`src/tsm_pkg.sv`:
```
// Shared types, codes and defaults for the timestamp merge block.
package tsm_pkg;

   localparam int SourceSlotsDef = 4;
   localparam int QueueDepthDef  = 8;
   localparam int MaxEmit        = 32;
   localparam int EmitW          = $clog2(MaxEmit + 1);

   localparam logic [1:0] KindComplex = 2'd0;
   localparam logic [1:0] KindPulse   = 2'd1;
   localparam logic [1:0] KindEnd     = 2'd2;

   localparam logic OpOpen   = 1'b0;
   localparam logic OpAppend = 1'b1;

   localparam logic RkEvent = 1'b0;
   localparam logic RkClose = 1'b1;

   localparam logic [1:0] StOk       = 2'd0;
   localparam logic [1:0] StFull     = 2'd1;
   localparam logic [1:0] StInactive = 2'd2;
   localparam logic [1:0] StOpen     = 2'd3;

   typedef enum logic [2:0] {
      ST_IDLE,
      ST_APPLY,
      ST_PASS,
      ST_CHECK,
      ST_WAIT_OUT,
      ST_FETCH,
      ST_WAIT_LAST
   } state_type;

   typedef struct packed {
      logic [31:0] time_v;
      logic [15:0] tag;
      logic [1:0]  kind;
   } entry_type;

   // One blocking test: another slot against the candidate head time.
   typedef struct packed {
      logic        active;
      logic        empty;
      logic [31:0] start_time;
      logic [31:0] head_time;
      logic [31:0] cand_time;
   } cmp_req_type;

endpackage

```
`src/tsm_entry_mem.sv`:
```
// Event queue storage, one row of entries per source slot, registered read.
module tsm_entry_mem
   import tsm_pkg::*;
#(
   parameter int SLOTS = SourceSlotsDef,
   parameter int DEPTH = QueueDepthDef,
   localparam int SW = (SLOTS > 1) ? $clog2(SLOTS) : 1,
   localparam int PW = $clog2(DEPTH)
) (
   input  logic          clock,
   input  logic          wr_en,
   input  logic [SW-1:0] wr_slot,
   input  logic [PW-1:0] wr_ptr,
   input  entry_type     wr_data,
   input  logic [SW-1:0] rd_slot,
   input  logic [PW-1:0] rd_ptr,
   output entry_type     rd_data
);

   entry_type mem [SLOTS][DEPTH];
   entry_type rd_data_ff;

   always_ff @(posedge clock) begin
      if (wr_en) begin
         mem[wr_slot][wr_ptr] <= wr_data;
      end
   end

   always_ff @(posedge clock) begin
      rd_data_ff <= mem[rd_slot][rd_ptr];
   end

   assign rd_data = rd_data_ff;

endmodule

```
`src/tsm_blk_cmp.sv`:
```
// Shared compare unit: does one other slot hold back the candidate event.
module tsm_blk_cmp
   import tsm_pkg::*;
(
   input  cmp_req_type req,
   output logic        blocks
);

   always_comb begin
      if (!req.active) begin
         blocks = 1'b0;
      end else if (req.empty) begin
         blocks = (req.start_time <= req.cand_time);
      end else begin
         blocks = (req.cand_time > req.head_time);
      end
   end

endmodule

```
`src/timestamp_merge_with_watermarks_core.sv`:
```
// Top level: k-way timestamp merge of per-source queues with pulse watermarks.
// Flow: an apply step, then passes over the slots; a complex head that is tried is compared
// against each other slot in turn, and a release waits for the output (plus stalls), then fetches the next head.
// One item at a time: no new item is taken until its closing status has been accepted;
// a close or a release forces one more pass while fewer than MaxEmit events are released.
// Reset (synchronous, active high) closes all slots and empties all queues.
module timestamp_merge_with_watermarks_core
   import tsm_pkg::*;
#(
   parameter int SOURCE_SLOTS = SourceSlotsDef,
   parameter int QUEUE_DEPTH  = QueueDepthDef
) (
   input  logic        clock,
   input  logic        reset,
   // input items
   input  logic        req_tvalid,
   output logic        req_tready,
   // source_slot[1:0], start_time[33:2], event_kind[35:34], event_time[67:36],
   // event_tag[83:68], zero fill
   input  logic [87:0] req_tdata,
   // op[0]
   input  logic        req_tuser,
   // result items
   output logic        rsp_tvalid,
   input  logic        rsp_tready,
   // out_slot[1:0], out_time[33:2], out_tag[49:34], status[51:50], zero fill
   output logic [55:0] rsp_tdata,
   // result_kind[0]
   output logic        rsp_tuser,
   output logic        rsp_tlast
);

   localparam int SLOTS = SOURCE_SLOTS;
   localparam int DEPTH = QUEUE_DEPTH;
   localparam int SW = (SLOTS > 1) ? $clog2(SLOTS) : 1;
   localparam int CW = $clog2(SLOTS + 1);
   localparam int PW = $clog2(DEPTH);
   localparam int NW = $clog2(DEPTH + 1);
   localparam int IW = (SW > 2) ? SW : 2;

   state_type state_ff, state_in;

   // per-slot control
   logic            open_ff  [SLOTS];
   logic [31:0]     start_ff [SLOTS];
   logic [PW-1:0]   hptr_ff  [SLOTS];
   logic [NW-1:0]   cnt_ff   [SLOTS];
   entry_type       head_ff  [SLOTS];   // copy of the queue head
   logic [1:0]      tailk_ff [SLOTS];   // kind at the queue tail

   // captured item
   logic            op_ff;
   logic [1:0]      slot_ff;
   logic [31:0]     st_ff;
   logic [1:0]      kind_ff;
   logic [31:0]     etime_ff;
   logic [15:0]     tag_ff;
   logic [1:0]      status_ff;

   // sequencer
   logic [CW-1:0]   s_ff;
   logic [CW-1:0]   o_ff;
   logic            blk_ff;
   logic            chg_ff;
   logic [EmitW-1:0] n_ff;

   // output register
   logic            out_kind_ff;
   logic [1:0]      out_slot_ff;
   logic [31:0]     out_time_ff;
   logic [15:0]     out_tag_ff;
   logic [1:0]      out_status_ff;
   logic            out_last_ff;
   logic            out_valid;

   // apply decode
   logic [IW-1:0]   slot_ext;
   logic            in_range;
   logic [SW-1:0]   aidx;
   logic [NW-1:0]   a_cnt, a_cnt2;
   logic            a_full;
   logic [NW:0]     a_sum;
   logic [PW-1:0]   a_wptr;
   logic [1:0]      a_kind;
   logic [1:0]      a_status;
   logic            wr_en;
   entry_type       wr_data;

   // pass decode
   logic [SW-1:0]   sidx, oidx;
   logic            s_done, o_last;
   logic [PW-1:0]   nptr;
   entry_type       rd_data;
   cmp_req_type     cmp_req;
   logic            cmp_blocks, blk_now;
   logic            in_fire;

   assign in_fire  = req_tvalid && req_tready;

   assign slot_ext = IW'(slot_ff);
   assign in_range = (int'(slot_ext) < SLOTS);
   assign aidx     = slot_ext[SW-1:0];

   always_comb begin
      a_cnt  = cnt_ff[aidx];
      // a pulse at the tail gives way to the new event
      a_cnt2 = (a_cnt != '0 && tailk_ff[aidx] == KindPulse) ? a_cnt - NW'(1) : a_cnt;
      a_full = (a_cnt2 == NW'(DEPTH));
      a_sum  = (NW+1)'(hptr_ff[aidx]) + (NW+1)'(a_cnt2);
      if (a_sum >= (NW+1)'(DEPTH)) begin
         a_wptr = PW'(a_sum - (NW+1)'(DEPTH));
      end else begin
         a_wptr = PW'(a_sum);
      end
      a_kind = (kind_ff == KindEnd || kind_ff == KindPulse) ? kind_ff : KindComplex;
      if (!in_range) begin
         a_status = StInactive;
      end else if (op_ff == OpOpen) begin
         a_status = open_ff[aidx] ? StOpen : StOk;
      end else if (!open_ff[aidx]) begin
         a_status = StInactive;
      end else if (a_full) begin
         a_status = StFull;
      end else begin
         a_status = StOk;
      end
   end

   assign wr_en = (state_ff == ST_APPLY) && in_range && (op_ff == OpAppend) &&
                  open_ff[aidx] && !a_full;
   assign wr_data = '{time_v: etime_ff, tag: tag_ff, kind: a_kind};

   assign sidx   = s_ff[SW-1:0];
   assign oidx   = o_ff[SW-1:0];
   assign s_done = (s_ff == CW'(SLOTS));
   assign o_last = (o_ff == CW'(SLOTS - 1));
   assign nptr   = (hptr_ff[sidx] == PW'(DEPTH - 1)) ? '0 : hptr_ff[sidx] + PW'(1);

   tsm_entry_mem #(
      .SLOTS(SLOTS),
      .DEPTH(DEPTH)
   ) u_mem (
      .clock   (clock),
      .wr_en   (wr_en),
      .wr_slot (aidx),
      .wr_ptr  (a_wptr),
      .wr_data (wr_data),
      .rd_slot (sidx),
      .rd_ptr  (nptr),
      .rd_data (rd_data)
   );

   always_comb begin
      cmp_req.active     = open_ff[oidx] && (o_ff != s_ff);
      cmp_req.empty      = (cnt_ff[oidx] == '0);
      cmp_req.start_time = start_ff[oidx];
      cmp_req.head_time  = head_ff[oidx].time_v;
      cmp_req.cand_time  = head_ff[sidx].time_v;
   end

   tsm_blk_cmp u_cmp (
      .req    (cmp_req),
      .blocks (cmp_blocks)
   );

   assign blk_now = blk_ff || cmp_blocks;

   // next state
   always_comb begin
      state_in = state_ff;
      case (state_ff)
         ST_IDLE: begin
            if (in_fire) state_in = ST_APPLY;
         end
         ST_APPLY: state_in = ST_PASS;
         ST_PASS: begin
            if (s_done) begin
               if (!(chg_ff && n_ff < EmitW'(MaxEmit))) state_in = ST_WAIT_LAST;
            end else if (open_ff[sidx] && cnt_ff[sidx] != '0 &&
                         head_ff[sidx].kind == KindComplex && n_ff < EmitW'(MaxEmit)) begin
               state_in = ST_CHECK;
            end
         end
         ST_CHECK: begin
            if (o_last) state_in = blk_now ? ST_PASS : ST_WAIT_OUT;
         end
         ST_WAIT_OUT: begin
            if (rsp_tready) state_in = (cnt_ff[sidx] == NW'(1)) ? ST_PASS : ST_FETCH;
         end
         ST_FETCH: state_in = ST_PASS;
         ST_WAIT_LAST: begin
            if (rsp_tready) state_in = ST_IDLE;
         end
         default: state_in = ST_IDLE;
      endcase
   end

   // handshake outputs
   always_comb begin
      req_tready = 1'b0;
      out_valid  = 1'b0;
      case (state_ff)
         ST_IDLE:      req_tready = 1'b1;
         ST_WAIT_OUT:  out_valid  = 1'b1;
         ST_WAIT_LAST: out_valid  = 1'b1;
         default: begin
            req_tready = 1'b0;
            out_valid  = 1'b0;
         end
      endcase
   end

   always_ff @(posedge clock) begin
      if (reset) begin
         state_ff <= ST_IDLE;
         for (int i = 0; i < SLOTS; i++) begin
            open_ff[i] <= 1'b0;
            hptr_ff[i] <= '0;
            cnt_ff[i]  <= '0;
         end
         s_ff   <= '0;
         o_ff   <= '0;
         blk_ff <= 1'b0;
         chg_ff <= 1'b0;
         n_ff   <= '0;
      end else begin
         state_ff <= state_in;
         case (state_ff)
            ST_IDLE: begin
               if (in_fire) begin
                  op_ff    <= req_tuser;
                  slot_ff  <= req_tdata[1:0];
                  st_ff    <= req_tdata[33:2];
                  kind_ff  <= req_tdata[35:34];
                  etime_ff <= req_tdata[67:36];
                  tag_ff   <= req_tdata[83:68];
               end
            end
            ST_APPLY: begin
               status_ff <= a_status;
               s_ff      <= '0;
               chg_ff    <= 1'b0;
               n_ff      <= '0;
               if (in_range) begin
                  if (op_ff == OpOpen) begin
                     if (!open_ff[aidx]) begin
                        open_ff[aidx]  <= 1'b1;
                        start_ff[aidx] <= st_ff;
                        hptr_ff[aidx]  <= '0;
                        cnt_ff[aidx]   <= '0;
                     end
                  end else if (open_ff[aidx] && !a_full) begin
                     cnt_ff[aidx]   <= a_cnt2 + NW'(1);
                     tailk_ff[aidx] <= a_kind;
                     if (a_cnt2 == '0) head_ff[aidx] <= wr_data;
                  end
               end
            end
            ST_PASS: begin
               if (s_done) begin
                  s_ff   <= '0;
                  chg_ff <= 1'b0;
               end else if (!open_ff[sidx] || cnt_ff[sidx] == '0 ||
                            head_ff[sidx].kind == KindPulse) begin
                  s_ff <= s_ff + CW'(1);
               end else if (head_ff[sidx].kind == KindEnd) begin
                  // end mark closes the slot and drops its queue
                  open_ff[sidx] <= 1'b0;
                  hptr_ff[sidx] <= '0;
                  cnt_ff[sidx]  <= '0;
                  chg_ff        <= 1'b1;
                  s_ff          <= s_ff + CW'(1);
               end else if (n_ff >= EmitW'(MaxEmit)) begin
                  s_ff <= s_ff + CW'(1);
               end else begin
                  o_ff   <= '0;
                  blk_ff <= 1'b0;
               end
            end
            ST_CHECK: begin
               blk_ff <= blk_now;
               o_ff   <= o_ff + CW'(1);
               if (o_last && blk_now) s_ff <= s_ff + CW'(1);
            end
            ST_WAIT_OUT: begin
               if (rsp_tready) begin
                  n_ff          <= n_ff + EmitW'(1);
                  chg_ff        <= 1'b1;
                  hptr_ff[sidx] <= nptr;
                  if (cnt_ff[sidx] == NW'(1)) begin
                     // queue drained: leave a pulse at the released time
                     head_ff[sidx]  <= '{time_v: head_ff[sidx].time_v, tag: 16'd0,
                                        kind: KindPulse};
                     tailk_ff[sidx] <= KindPulse;
                     s_ff           <= s_ff + CW'(1);
                  end else begin
                     cnt_ff[sidx] <= cnt_ff[sidx] - NW'(1);
                  end
               end
            end
            ST_FETCH: head_ff[sidx] <= rd_data;
            ST_WAIT_LAST: begin
            end
            default: begin
            end
         endcase
      end
   end

   // output register loads
   always_ff @(posedge clock) begin
      if (state_ff == ST_CHECK && o_last && !blk_now) begin
         out_kind_ff   <= RkEvent;
         out_slot_ff   <= s_ff[1:0];
         out_time_ff   <= head_ff[sidx].time_v;
         out_tag_ff    <= head_ff[sidx].tag;
         out_status_ff <= StOk;
         out_last_ff   <= 1'b0;
      end else if (state_ff == ST_PASS && state_in == ST_WAIT_LAST) begin
         out_kind_ff   <= RkClose;
         out_slot_ff   <= slot_ff;
         out_time_ff   <= '0;
         out_tag_ff    <= '0;
         out_status_ff <= status_ff;
         out_last_ff   <= 1'b1;
      end
   end

   assign rsp_tvalid = out_valid;
   assign rsp_tdata  = {4'b0, out_status_ff, out_tag_ff, out_time_ff, out_slot_ff};
   assign rsp_tuser  = out_kind_ff;
   assign rsp_tlast  = out_last_ff;

   a_emit_bound: assert property (@(posedge clock) disable iff (reset)
      n_ff <= EmitW'(MaxEmit))
      else $error("release count above limit");

   a_last_is_close: assert property (@(posedge clock) disable iff (reset)
      (rsp_tvalid && rsp_tlast) |-> (rsp_tuser == RkClose))
      else $error("last item is not a closing status");

   a_one_at_a_time: assert property (@(posedge clock) disable iff (reset)
      req_tready |-> !rsp_tvalid)
      else $error("input taken while a result is pending");

   a_close_frees: assert property (@(posedge clock) disable iff (reset)
      (rsp_tvalid && rsp_tready && rsp_tlast) |=> req_tready)
      else $error("block not ready after closing status");

endmodule

```
`config.mk`:
```
export PLATFORM = sky130hd
export DESIGN_NAME = timestamp_merge_with_watermarks_core
export DESIGN_NICKNAME = d
export VERILOG_FILES = /design/src/tsm_pkg.sv /design/src/tsm_entry_mem.sv /design/src/tsm_blk_cmp.sv /design/src/timestamp_merge_with_watermarks_core.sv
export SDC_FILE = /design/constraint.sdc
export NUM_CORES = 2
export LEC_CHECK = 0
export BUFFER_PORTS_ARGS = -buffer_cell sky130_fd_sc_hd__buf_2
export CORE_ASPECT_RATIO = 1.5
export CORE_UTILIZATION = 55
export CTS_CLUSTER_DIAMETER = 30
export DETAILED_ROUTE_END_ITERATION = 8
export PLACE_DENSITY = 0.68
export SLEW_MARGIN = 20
export SYNTH_ARGS = -nofsm -noshare
export SYNTH_HDL_FRONTEND = slang
export SYNTH_SLANG_ARGS = --single-unit
```
`constraint.sdc`:
```
create_clock -name clock -period 19.55 [get_ports clock]
set_clock_uncertainty 0.2 [all_clocks]
set_input_delay 2.9325 -clock clock [delete_from_list [all_inputs] [get_ports clock]]
set_output_delay 2.9325 -clock clock [all_outputs]
set_load 0.05 [all_outputs]
```
==> results.cfg <==
[route]
firstDrtPassIters = 5
drt_iter0_drc = 4617
vias_per_cell = 6.31
ant_nets = 0
drc = 0
routed_wl_um = 203000
vias = 41300
wire_per_inst_um = 31.0

[sta]
setup_viol = 0
worst_slew_pin_slew_ns = 1.22
fin_ws_ns = 12.57
clock.fmax_mhz = 143
drv_slew = 0
tns_ns = 0
rsz0062_at_grt = false
slew_headroom_pct = 17.8
hold_viol_final = 0
post-route-period-util_pct = 35.7
timing.final.crit_period_ns = 6.98

[job]
maxCapViolCount = 0

[critical_path]
cp-end-kind = flip-flop
crit_path_end = out_slot_ff[1]$_DFFE_PP_
r2r_cells = 12
crit_fanout = 85
timing.rr.end = out_slot_ff[1]$_DFFE_PP_
r2r_setup_slack_ns = 12.57
crit_type = reg2reg
cp.arrival_ns = 7.41
crit_required_ns = 19.97
cp-start-kind = flip-flop

[logic_synthesis]
yosysUniqueCellTypes = 65
synth_top_family_by_area = multiplexers
muxShareOfSynthArea_pct = 17.5
synth_edf_count = 2105
synth-seq-area-share_pct = 76.1
yosys_warnings = 0
ys.flop_type = edfxtp_1
synthAdderAreaFrac_pct = 1.20
avgSynthCellArea_sq_um = 22.1
synth-xor-area-share_pct = 0.144
ys_ff_latch = 2181
async_flop_share_pct = 0
syn-instance-count = 3846
synth.area.top_cells = edfxtp_1, mux4_2, dfxtp_1, ha_1, mux2_2
yosys.area_share.simple_pct = 2.38
synth_common_cells = edfxtp_1, mux4_2, nand2_1
yosysTopAreaCellShare_pct = 74.3
synth_compound_area_share_pct = 1.36
synth_area_leader_cell = edfxtp_1
synth_area_sq_mm = 0.0851
yosysMostFrequentCell = edfxtp_1

[outcome]
status = finished, final reports clean

[power]
powerDensity_mw_per_mm2 = 115
p_leak_uw = 0.0324
ir_drop_v = 0.000104
p_total_uw = 11600

[grt]
grt_pass1_wl_um = 293000
grt_antenna_before_repair = 6
grt-ovfl-total = 0
grt_max_degree = 125
first_global_vias = 43200
groute.usage.overall_pct = 26.5

[clock_network]
cts_setup_buffers = 0
cts_buffer_depth = 4
clkTransAtPathRegs_ns = 0.05
hold_buffers = 0
cts-resized-gates = 0
cts_num_sinks = 2181
cts_tree = done
clk-insertion-delay-late_ns = 0.92
h-tree-depth = 5
cts_root_buffer = clkbuf_16
cts_buffers = 329

[floorplan]
ioPinCount = 153
dieArea_sq_mm = 0.156
row_count = 176
die_h_um = 484
fp.dieW_um = 323
core-area_sq_mm = 0.153
start_util_pct = 55.4

[cells_and_area]
area_delta_synth_final_pct = 18.0
nets = 4425
drive_above_1_share_pct = 34.7

[min_path]
worst_hold_startpoint = chg_ff$_SDFFE_PP0P_
hold_path.class = reg2reg

[placement]
post-place-ws_ns = 12.53
io_buffers = 144
gp_congestion = 0.809
dp_hpwl_um = 110000
[metrics by stage]
stage	utilization, %	hold WS (ns)	instances	area, sq um
after floorplan	-	0.229	3849	85100
after global placement	57.9	0.250	5958	88900
after detailed placement	58.0	0.255	5963	89000
after CTS	65.4	0.266	6547	100000
after global routing	65.4	0.292	6552	100000
final	65.4	0.259	6552	100000
[critical path, stage by stage (launching register included)]
cell and delay, ns:
dfxtp_4 0.94, buf_12 0.66, buf_4 0.78, mux4_2 0.76
ha_1 0.34, nand4_1 0.21, nor4_1 0.93, nand4_1 0.26
a21oi_1 0.23, a211o_1 0.15, and3_2 0.18, buf_4 0.46
mux2_2 0.42
[final cells by class]
type	count	area [sq um]
flip-flops and latches	2181	64700
fillers	9760	53100
multi-input cells	1380	19600
clock buffers	360	8600
clock inverters	224	2750
well taps	2047	2560
repair buffers	261	1750
inverters	98	368
diodes	1	2.50
[routing by layer]
metal | routed length (um) | track usage [%] | up-vias | part of all wire, %
met5 | 0 | 0 | - | 0
met4 | 5860 | 8.61 | 0 | 2.9
met3 | 14600 | 4.98 | 367 | 7.2
met2 | 107000 | 45.6 | 1898 | 53
met1 | 75900 | 34.1 | 22000 | 37
li1 | - | - | 17000 | -
[cell usage in the layout (no fill, tap or decap), types with 8 or more instances in the layout]
cell,Yosys,final
clkbuf_16,0,338
inv_8,0,24
clkinv_1,0,17
nor2_4,0,39
a22oi_1,34,34
bufinv_16,0,42
mux2_2,54,54
inv_1,98,98
nand4_1,16,16
mux4_2,632,632
xor2_1,8,8
ha_1,80,78
clkinv_4,0,29
nand3_1,16,16
a21oi_1,50,50
nor2b_1,11,10
dfxtp_1,76,72
buf_4,5,106
nand2b_1,23,23
clkbuf_1,128,16
and2_1,56,56
edfxtp_1,2105,2105
inv_6,0,44
nand2_1,145,145
nor4_1,9,9
buf_2,13,144
nor3_1,13,12
o21ai_0,34,32
clkinv_2,0,33
clkinvlp_4,0,27
nor2_1,101,62
[kinds of logic (layout without fill, tap and decap cells)]
kind of cell	after synthesis	in the layout
AOI/OAI and AO/OA	172	172
xor gates and xnor gates	14	14
adders and majority gates	81	81
buffers and inverters	288	943
DFF	2181	2181
muxes	690	690
other	1	5
and+or+nand+nor	419	419
[report_power, final]
| part | total (uW) | switching [uW] | internal [uW] | leakage, uW |
|---|---|---|---|---|
| Clock | 5970 | 2180 | 3790 | 0.00550 |
| Combinational | 414 | 222 | 192 | 0.00735 |
| Sequential | 5210 | 50.1 | 5160 | 0.0195 |
| Total | 11600 | 2460 | 9140 | 0.0324 |
[registers in the layout, indices dropped and copies added, names as in the netlist, 6 cells and up, named ones only]
signal	flops
st_ff	32
hptr_ff	12
tag_ff	16
n_ff	6
out_tag_ff	16
tailk_ff	8
start_ff	128
etime_ff	32
u_mem.rd_data	50
u_mem.mem	1600
head_ff	200
cnt_ff	16
out_time_ff	32
[worst min path at each step]
stage / end / slack (ns) / cells past startpoint
after CTS: chg_ff$_SDFFE_PP0P_ / 0.27 / 2
after detailed placement: chg_ff$_SDFFE_PP0P_ / 0.25 / 2
after global placement: chg_ff$_SDFFE_PP0P_ / 0.25 / 2
final: chg_ff$_SDFFE_PP0P_ / 0.26 / 2
after floorplan: chg_ff$_SDFFE_PP0P_ / 0.23 / 2
after global routing: chg_ff$_SDFFE_PP0P_ / 0.29 / 2
Power figures use the tool's default switching activity.
